### config.mk
export PLATFORM = sky130hd
export DESIGN_NAME = sensor_lifecycle_supervisor
export DESIGN_NICKNAME = d
export VERILOG_FILES = /design/src/hw/rtl/sls_pkg.sv /design/src/hw/rtl/sls_step.sv /design/src/hw/rtl/sensor_lifecycle_supervisor.sv
export SDC_FILE = /design/constraint.sdc
export NUM_CORES = 1
export LEC_CHECK = 0
export ABC_AREA = 1
export BUFFER_PORTS_ARGS = -buffer_cell sky130_fd_sc_hd__buf_2
export CAP_MARGIN = 10
export CORE_MARGIN = 10
export CORE_UTILIZATION = 48
export CTS_CLUSTER_SIZE = 20
export DETAILED_ROUTE_END_ITERATION = 10
export GPL_TIMING_DRIVEN = 0
export PLACE_DENSITY_LB_ADDON = 0.05
export REMOVE_ABC_BUFFERS = 1
export SETUP_SLACK_MARGIN = 0.3
export SLEW_MARGIN = 20
export SYNTH_ARGS = -nofsm -noshare
export SYNTH_HDL_FRONTEND = slang
export SYNTH_HIERARCHICAL = 1
export SYNTH_SLANG_ARGS = --single-unit
export TNS_END_PERCENT = 30
### constraint.sdc
create_clock -name aclk -period 13.35 [get_ports aclk]
set_input_delay 0 -clock aclk [delete_from_list [all_inputs] [get_ports aclk]]
set_output_delay 0 -clock aclk [all_outputs]
set_load 0.05 [all_outputs]
### src/hw/rtl/sls_pkg.sv
// Shared types, codes and constants of the sensor lifecycle supervisor.
package sls_pkg;

    localparam int TIME_W  = 32;
    localparam int ALLOW_W = 8;
    localparam int COUNT_W = 9;
    localparam int IDX_W   = 8;

    localparam logic [COUNT_W-1:0] COUNT_MAX = 9'd511;

    localparam logic [1:0] ST_UNINIT  = 2'd0;
    localparam logic [1:0] ST_INITING = 2'd1;
    localparam logic [1:0] ST_RUNNING = 2'd2;
    localparam logic [1:0] ST_LOST    = 2'd3;

    localparam logic [1:0] ERR_NONE  = 2'd0;
    localparam logic [1:0] ERR_BUS   = 2'd1;
    localparam logic [1:0] ERR_DECAY = 2'd2;
    localparam logic [1:0] ERR_LOST  = 2'd3;

    localparam logic [IDX_W-1:0] CFG_MIN_INTERVAL  = 8'd0;
    localparam logic [IDX_W-1:0] CFG_INIT_INTERVAL = 8'd1;
    localparam logic [IDX_W-1:0] CFG_DECAY_TIME    = 8'd2;
    localparam logic [IDX_W-1:0] CFG_ALLOWED_ERR   = 8'd3;

    localparam logic [ALLOW_W-1:0] ALLOWED_ERR_RESET = 8'd3;

    typedef struct packed {
        logic [TIME_W-1:0] now_ms;
        logic              init_failed;
        logic              measure_failed;
    } in_t;

    typedef struct packed {
        logic [1:0] state_after;
        logic [1:0] error_code;
        logic       init_attempted;
        logic       measure_taken;
    } out_t;

    typedef struct packed {
        logic [TIME_W-1:0]  min_interval_ms;
        logic [TIME_W-1:0]  init_interval_ms;
        logic [TIME_W-1:0]  decay_time_ms;
        logic [ALLOW_W-1:0] allowed_errors;
    } cfg_t;

    typedef struct packed {
        logic [1:0]         life_state;
        logic [TIME_W-1:0]  last_stamp_ms;
        logic [COUNT_W-1:0] init_error_count;
        logic [COUNT_W-1:0] measure_error_count;
    } lstate_t;

endpackage

### src/hw/rtl/sls_step.sv
// Next-state and result logic for one update tick of the supervisor.
module sls_step (
    input  sls_pkg::cfg_t    cfg,
    input  sls_pkg::lstate_t cur,
    input  sls_pkg::in_t     tick,
    output sls_pkg::lstate_t nxt,
    output sls_pkg::out_t    res
);

    function automatic logic [sls_pkg::COUNT_W-1:0] bump(
        input logic [sls_pkg::COUNT_W-1:0] c
    );
        bump = (c < sls_pkg::COUNT_MAX) ? c + 1'b1 : sls_pkg::COUNT_MAX;
    endfunction

    logic [sls_pkg::TIME_W-1:0] elapsed;
    logic [1:0]                 err;
    logic                       tried;
    logic                       taken;
    logic [sls_pkg::COUNT_W-1:0] allow_ext;
    sls_pkg::lstate_t            mid;

    // Timestamp difference wraps modulo 2^32.
    assign elapsed   = tick.now_ms - cur.last_stamp_ms;
    assign allow_ext = {1'b0, cfg.allowed_errors};

    always_comb begin
        mid   = cur;
        err   = sls_pkg::ERR_NONE;
        tried = 1'b0;
        taken = 1'b0;
        unique case (cur.life_state)
            sls_pkg::ST_UNINIT: begin
                tried = 1'b1;
                if (tick.init_failed) begin
                    err = sls_pkg::ERR_BUS;
                    mid.init_error_count = bump(cur.init_error_count);
                end else begin
                    mid.init_error_count = '0;
                    mid.last_stamp_ms    = tick.now_ms;
                    mid.life_state       = (cfg.init_interval_ms != '0) ?
                                           sls_pkg::ST_INITING : sls_pkg::ST_RUNNING;
                end
            end
            sls_pkg::ST_INITING: begin
                // Warm-up also counts as passed while now is below the interval.
                if ((tick.now_ms < cfg.init_interval_ms) ||
                    (elapsed >= cfg.init_interval_ms)) begin
                    mid.life_state    = sls_pkg::ST_RUNNING;
                    mid.last_stamp_ms = tick.now_ms;
                end
            end
            sls_pkg::ST_RUNNING: begin
                if ((cfg.decay_time_ms != '0) && (elapsed > cfg.decay_time_ms)) begin
                    mid.life_state = sls_pkg::ST_UNINIT;
                    err            = sls_pkg::ERR_DECAY;
                end else if (elapsed >= cfg.min_interval_ms) begin
                    if (tick.measure_failed) begin
                        err = sls_pkg::ERR_BUS;
                    end else begin
                        mid.last_stamp_ms = tick.now_ms;
                        taken             = 1'b1;
                    end
                end
                if (err != sls_pkg::ERR_NONE) begin
                    mid.measure_error_count = bump(cur.measure_error_count);
                end else begin
                    mid.measure_error_count = '0;
                end
            end
            default: begin
            end
        endcase
    end

    always_comb begin
        nxt                = mid;
        res.state_after    = mid.life_state;
        res.error_code     = err;
        res.init_attempted = tried;
        res.measure_taken  = taken;
        if ((mid.init_error_count > allow_ext) ||
            (mid.measure_error_count > allow_ext)) begin
            nxt.life_state  = sls_pkg::ST_LOST;
            res.state_after = sls_pkg::ST_LOST;
            res.error_code  = sls_pkg::ERR_LOST;
        end
    end

endmodule

### src/hw/rtl/sensor_lifecycle_supervisor.sv
// Top level of the sensor lifecycle supervisor: channels, registers and config.
//
// Usage: each beat on the s_ channel is one update tick carrying the current
// millisecond time and the outcomes that the sensor's init step and its
// measurement would report. For every tick exactly one result beat leaves on
// the m_ channel with the lifecycle state after the tick, an error code and
// two flags telling whether an init step was tried and a measurement taken.
// Registers are written over the cfg_ channel, which is always ready; writes
// are expected only while no tick is in flight, and unknown indexes are
// dropped.
// The edge that accepts a tick loads the input register; at the edge on which
// the result register is empty or being drained, the tick is evaluated against
// the stored lifecycle state and the result register is loaded, raising m_valid.
// Throughput is one tick per cycle while the receiver keeps m_ready high; the
// lifecycle state and counters update in the same cycle that loads the result,
// so the following tick sees them at once.
// On reset the state returns to uninitialized, the timestamp and both error
// counters clear, intervals return to zero and the error allowance to three.
// When the receiver stalls, the result register holds its beat and the input
// register takes one more tick; s_ready then drops until m_ready returns.
module sensor_lifecycle_supervisor (
    input  logic                              aclk,
    input  logic                              aresetn,

    input  logic                              s_valid,
    output logic                              s_ready,
    input  sls_pkg::in_t                      s_data,

    output logic                              m_valid,
    input  logic                              m_ready,
    output sls_pkg::out_t                     m_data,

    input  logic                              cfg_valid,
    output logic                              cfg_ready,
    input  logic [sls_pkg::IDX_W-1:0]         cfg_index,
    input  logic [sls_pkg::TIME_W-1:0]        cfg_data
);

    sls_pkg::cfg_t    cfg_reg;
    sls_pkg::lstate_t life_reg;
    sls_pkg::lstate_t life_next;
    sls_pkg::in_t     in_data_reg;
    logic             in_valid_reg;
    sls_pkg::out_t    out_data_reg;
    sls_pkg::out_t    out_next;
    logic             out_valid_reg;
    logic             advance;

    // A tick moves forward when the result register is empty or being drained.
    assign advance   = in_valid_reg && (!out_valid_reg || m_ready);
    assign s_ready   = !in_valid_reg || advance;
    assign cfg_ready = 1'b1;
    assign m_valid   = out_valid_reg;
    assign m_data    = out_data_reg;

    sls_step u_step (
        .cfg  (cfg_reg),
        .cur  (life_reg),
        .tick (in_data_reg),
        .nxt  (life_next),
        .res  (out_next)
    );

    // Configuration registers.
    always_ff @(posedge aclk) begin
        if (!aresetn) begin
            cfg_reg.min_interval_ms  <= '0;
            cfg_reg.init_interval_ms <= '0;
            cfg_reg.decay_time_ms    <= '0;
            cfg_reg.allowed_errors   <= sls_pkg::ALLOWED_ERR_RESET;
        end else if (cfg_valid) begin
            unique case (cfg_index)
                sls_pkg::CFG_MIN_INTERVAL:  cfg_reg.min_interval_ms  <= cfg_data;
                sls_pkg::CFG_INIT_INTERVAL: cfg_reg.init_interval_ms <= cfg_data;
                sls_pkg::CFG_DECAY_TIME:    cfg_reg.decay_time_ms    <= cfg_data;
                sls_pkg::CFG_ALLOWED_ERR: begin
                    cfg_reg.allowed_errors <= cfg_data[sls_pkg::ALLOW_W-1:0];
                end
                default: begin
                end
            endcase
        end
    end

    // Lifecycle state and handshake control.
    always_ff @(posedge aclk) begin
        if (!aresetn) begin
            life_reg.life_state          <= sls_pkg::ST_UNINIT;
            life_reg.last_stamp_ms       <= '0;
            life_reg.init_error_count    <= '0;
            life_reg.measure_error_count <= '0;
            in_valid_reg                 <= 1'b0;
            out_valid_reg                <= 1'b0;
        end else begin
            if (advance) begin
                life_reg <= life_next;
            end
            if (s_ready) begin
                in_valid_reg <= s_valid;
            end
            if (advance) begin
                out_valid_reg <= 1'b1;
            end else if (m_ready) begin
                out_valid_reg <= 1'b0;
            end
        end
    end

    // Payload registers carry no reset.
    always_ff @(posedge aclk) begin
        if (s_ready && s_valid) begin
            in_data_reg <= s_data;
        end
        if (advance) begin
            out_data_reg <= out_next;
        end
    end

endmodule
==> out/results.txt <==
After detailed routing, the number of vias per cell comes to 5.38. The first global-routing pass estimated 80100 um of wire. The flow ran to the end, and the final reports show no timing, DRC or antenna violations.

The clock net in this run drives a total of 198 sinks. The clock-pin transition on the worst setup and hold timing paths is 0.07 ns. The proportion of synthesized area in mux cells was 0%. The largest individual stage delay along the critical path comes from the cell sky130_fd_sc_hd__a21oi_4. The critical path in this run is classified as reg -> reg.

The run gives 88 as the I/O pin count. Setup repair after global routing left no endpoint under its margin. A synthesized cell averages 6.48 um^2.

For the clock latency reported for the late side of the worst-skew pair, the log shows 0.47 ns. Dividing total power by cell area gives a power density of 107 nW/um^2. The tools report the share of the yosys chip area belonging to registers as 27.1%. The tools report the worst setup timing slack at the placement stage as 5.71 ns. Summed over all nets, the half-perimeter wirelength after detailed placement is 35700 um.

During placement, the flow inserted port buffers numbering 86. STA puts the critical path data required time at 13.70 ns. IR analysis of the VDD net gives a maximum drop of 0.0989 mV.

The worst setup path is launched from a register. The fraction of layout instances using a drive strength above 1 was 6.52%. The biggest area contributor in the post-synthesis netlist is sky130_fd_sc_hd__dfxtp_1. Summing the areas of all compound-gate instances in the mapped netlist gives 13.9% of the synthesized area.

Across every metal layer, demand over resource in global routing totals 23.8%. TritonCTS built the clock tree. Subtracting the final worst setup slack from the clock period gives 7.85 ns.

The number of antenna violations at the first check in global routing is 0, and the DRC violation count after routing is 0. Largest fanout of any net on the critical path: 29. Total congestion overflow: 0. Count of flip-flops with a built-in enable after synthesis: 40.

At the pin with the least slew margin, the transition time is 1.04 ns. The synthesized netlist contains 51 unique library cells. In the layout the commonest cells are sky130_fd_sc_hd__nand2_1, sky130_fd_sc_hd__nor2_1, sky130_fd_sc_hd__inv_1. For this run, the post-layout net count is 2821. In the post-synthesis netlist, the biggest area contributors are sky130_fd_sc_hd__dfxtp_1, sky130_fd_sc_hd__ha_1, sky130_fd_sc_hd__nand2_1.

The number of clock buffers added by TritonCTS is 17. Dividing the final minimum period by the clock period gives 58.8%. The number of global-route vias before repair is 15400, and the area growth from synthesis to layout is 13.0%. The die boundary height is 203 um, and the area share of the largest cell type after synthesis is 19.6%. The run gives 5.50 ns as the worst-case setup margin in the final layout. Across the routed clock network, the largest skew measured is 0.0155 ns.

The run gives 67 as the total number of placement rows. For this run, the slowest stage of the critical path takes 0.79 ns. For this block, the initial DRC count from the detailed router was 1239. Wire length after detailed routing: 49500 um. Static timing analysis puts the maximum clock frequency at 127 MHz. The data arrival time at the worst-slack endpoint is 8.20 ns.

The setup-violating endpoint count in the final report came out at 0. For this run, the leading register cell type out of synthesis is sky130_fd_sc_hd__dfxtp_1. The routed layout has 16300 vias.

The commonest non-fill, non-tap cell in the layout is sky130_fd_sc_hd__nand2_1. The endpoint kind of the worst setup timing path is a register. After routing, the total negative slack on setup checks comes to 0 ns.

The number of hold violations in the final report was 0; the pin count of the biggest net entering global routing was 105. The clock tree synthesis step divided the H-tree into 4 levels. The type of the most critical hold path was in -> reg. The number of post-CTS setup repair buffers came out at 0. For the number of detailed-route iterations in the first pass, the log shows 6.

The average routed wire per standard cell came out at 16.4 um. The cell family contributing the most delay on the critical path is compound AO/OA/AOI/OAI gates. The area enclosed by the die boundary was 41300 um^2; the die width was 203 um. In this run the remaining antenna-violating nets after routing total 0. The logs give 6 for the count of synthesis-stage warnings from yosys and 2490 for the synthesized instance count. The tools report the number of buffers on the longest clock path as 2. Summing internal, switching and leakage power gives 0.00195 W. The number of max-slew violations in the final report is 0, and the flip-flop count of the largest register, all copies and words added is 104. Of the total synthesized cell area, the portion taken by AND, OR, NAND and NOR gates is 32.5%. The cell sitting at the root of the clock tree is a sky130_fd_sc_hd__clkbuf_16. The antenna diode instance count is 0.

The critical path contains buffers and inverters numbering 2 combined. The share of synthesized cell area in full adder, half adder and majority cells was 13.8%; the cell area after technology mapping was 16100 um^2. The xor/xnor cell area share of the yosys netlist works out to 1.85%. The run gives 30.7% as the worst-case headroom to the max-slew limit.

Across the run, the number of max-cap violations was 0. The core region is 33400 um^2. Synthesis inferred 198 register bits.

Of all flip-flops after synthesis, the portion carrying an async set or reset was 0%. The tools report the effective utilization at floorplan as 48.3%. The final weighted congestion of routability-driven global placement is 0.895. After synthesis, the largest family of logic cells by area is simple AND/OR/NAND/NOR gates. For this design the static power due to leakage is 8.02 nW.
[layout make-up]
type | count | area, um^2
Clock buffer | 24 | 537
Timing Repair Buffer | 176 | 1530
Multi-Input combinational cell | 1872 | 10000
Fill cell | 3426 | 15100
Inverter | 300 | 1130
Clock inverter | 8 | 70.1
Sequential cell | 198 | 4360
Tap cell | 448 | 561
[repair_timing]
action,4_1_cts,5_1_grt
gates resized for setup,0,0
hold buffers,73,0
endpoints found under the hold margin,180,0
[report_power, final]
part | switching, W | internal, W
logic | 0.000482 | 0.000267
clock network | 0.000251 | 0.000288
registers | 0.0000295 | 0.000633
total | 0.000762 | 0.00119
[worst paths after layout]
check | startpoint | endpoint | slack (ns) | cells past startpoint
min reg2reg | cfg_reg[1]$_SDFFE_PN1P_ | cfg_reg[1]$_SDFFE_PN1P_ | 0.47 | 2
min | cfg_valid | cfg_reg[80]$_SDFFE_PN0P_ | 0.09 | 5
max reg2reg | in_data_reg[2]$_DFFE_PP_ | life_reg[51]$_SDFFE_PN0P_ | 5.50 | 35
max | in_data_reg[2]$_DFFE_PP_ | life_reg[51]$_SDFFE_PN0P_ | 5.50 | 35
[cell usage after synthesis (all sizes together) (9+ instances only)]
library cell and n:
nor2 309, nand3 251, o22ai 9, nand2 590, o21ai 165, edfxtp 40, inv 300, a21o 9
ha 176, nor4 25, xor2 24, nand4 44, clkbuf 45, nor3 16, buf 75, a21oi 207
xnor2 10, dfxtp 158
[routing by layer]
metal	part of all wire, %	vias to the layer above	track usage (%)
li1	-	8356	-
met1	47	7442	31.4
met2	46	454	39.7
met3	5.7	37	3.60
met4	1.4	0	6.08
met5	0	-	0
[logic make-up (layout without fill, tap and decap cells)]
kind of cell,count (synthesis),count (layout)
XOR/XNOR,34,34
AO/OA/AOI/OAI,421,421
other,1,1
buffers and inverters,420,508
flip-flops,198,198
AND/OR/NAND/NOR,1239,1239
adder cells (fa/ha/maj),177,177
[worst register-to-register path, delay by kind of cell (launching register included)]
kind / cells / cell delay (ns)
xor+xnor: 1 / 0.44
buf+inv: 2 / 0.18
simple gates: 14 / 2.50
flops: 1 / 0.48
compound gates: 14 / 2.92
fa+ha+maj: 4 / 1.22
[per-stage QoR]
stage	area [um^2]	instances	utilization [%]	hold slack, ns
CTS	18200	3026	54.6	0.0677
global route	18200	3026	54.6	0.105
detailed placement	16900	2921	50.6	0.178
global placement	16500	2904	49.4	0.176
floorplan	15500	2370	-	0.0841
finish	18200	3026	54.6	0.0879
No activity file was read; power rests on OpenSTA's default activity.
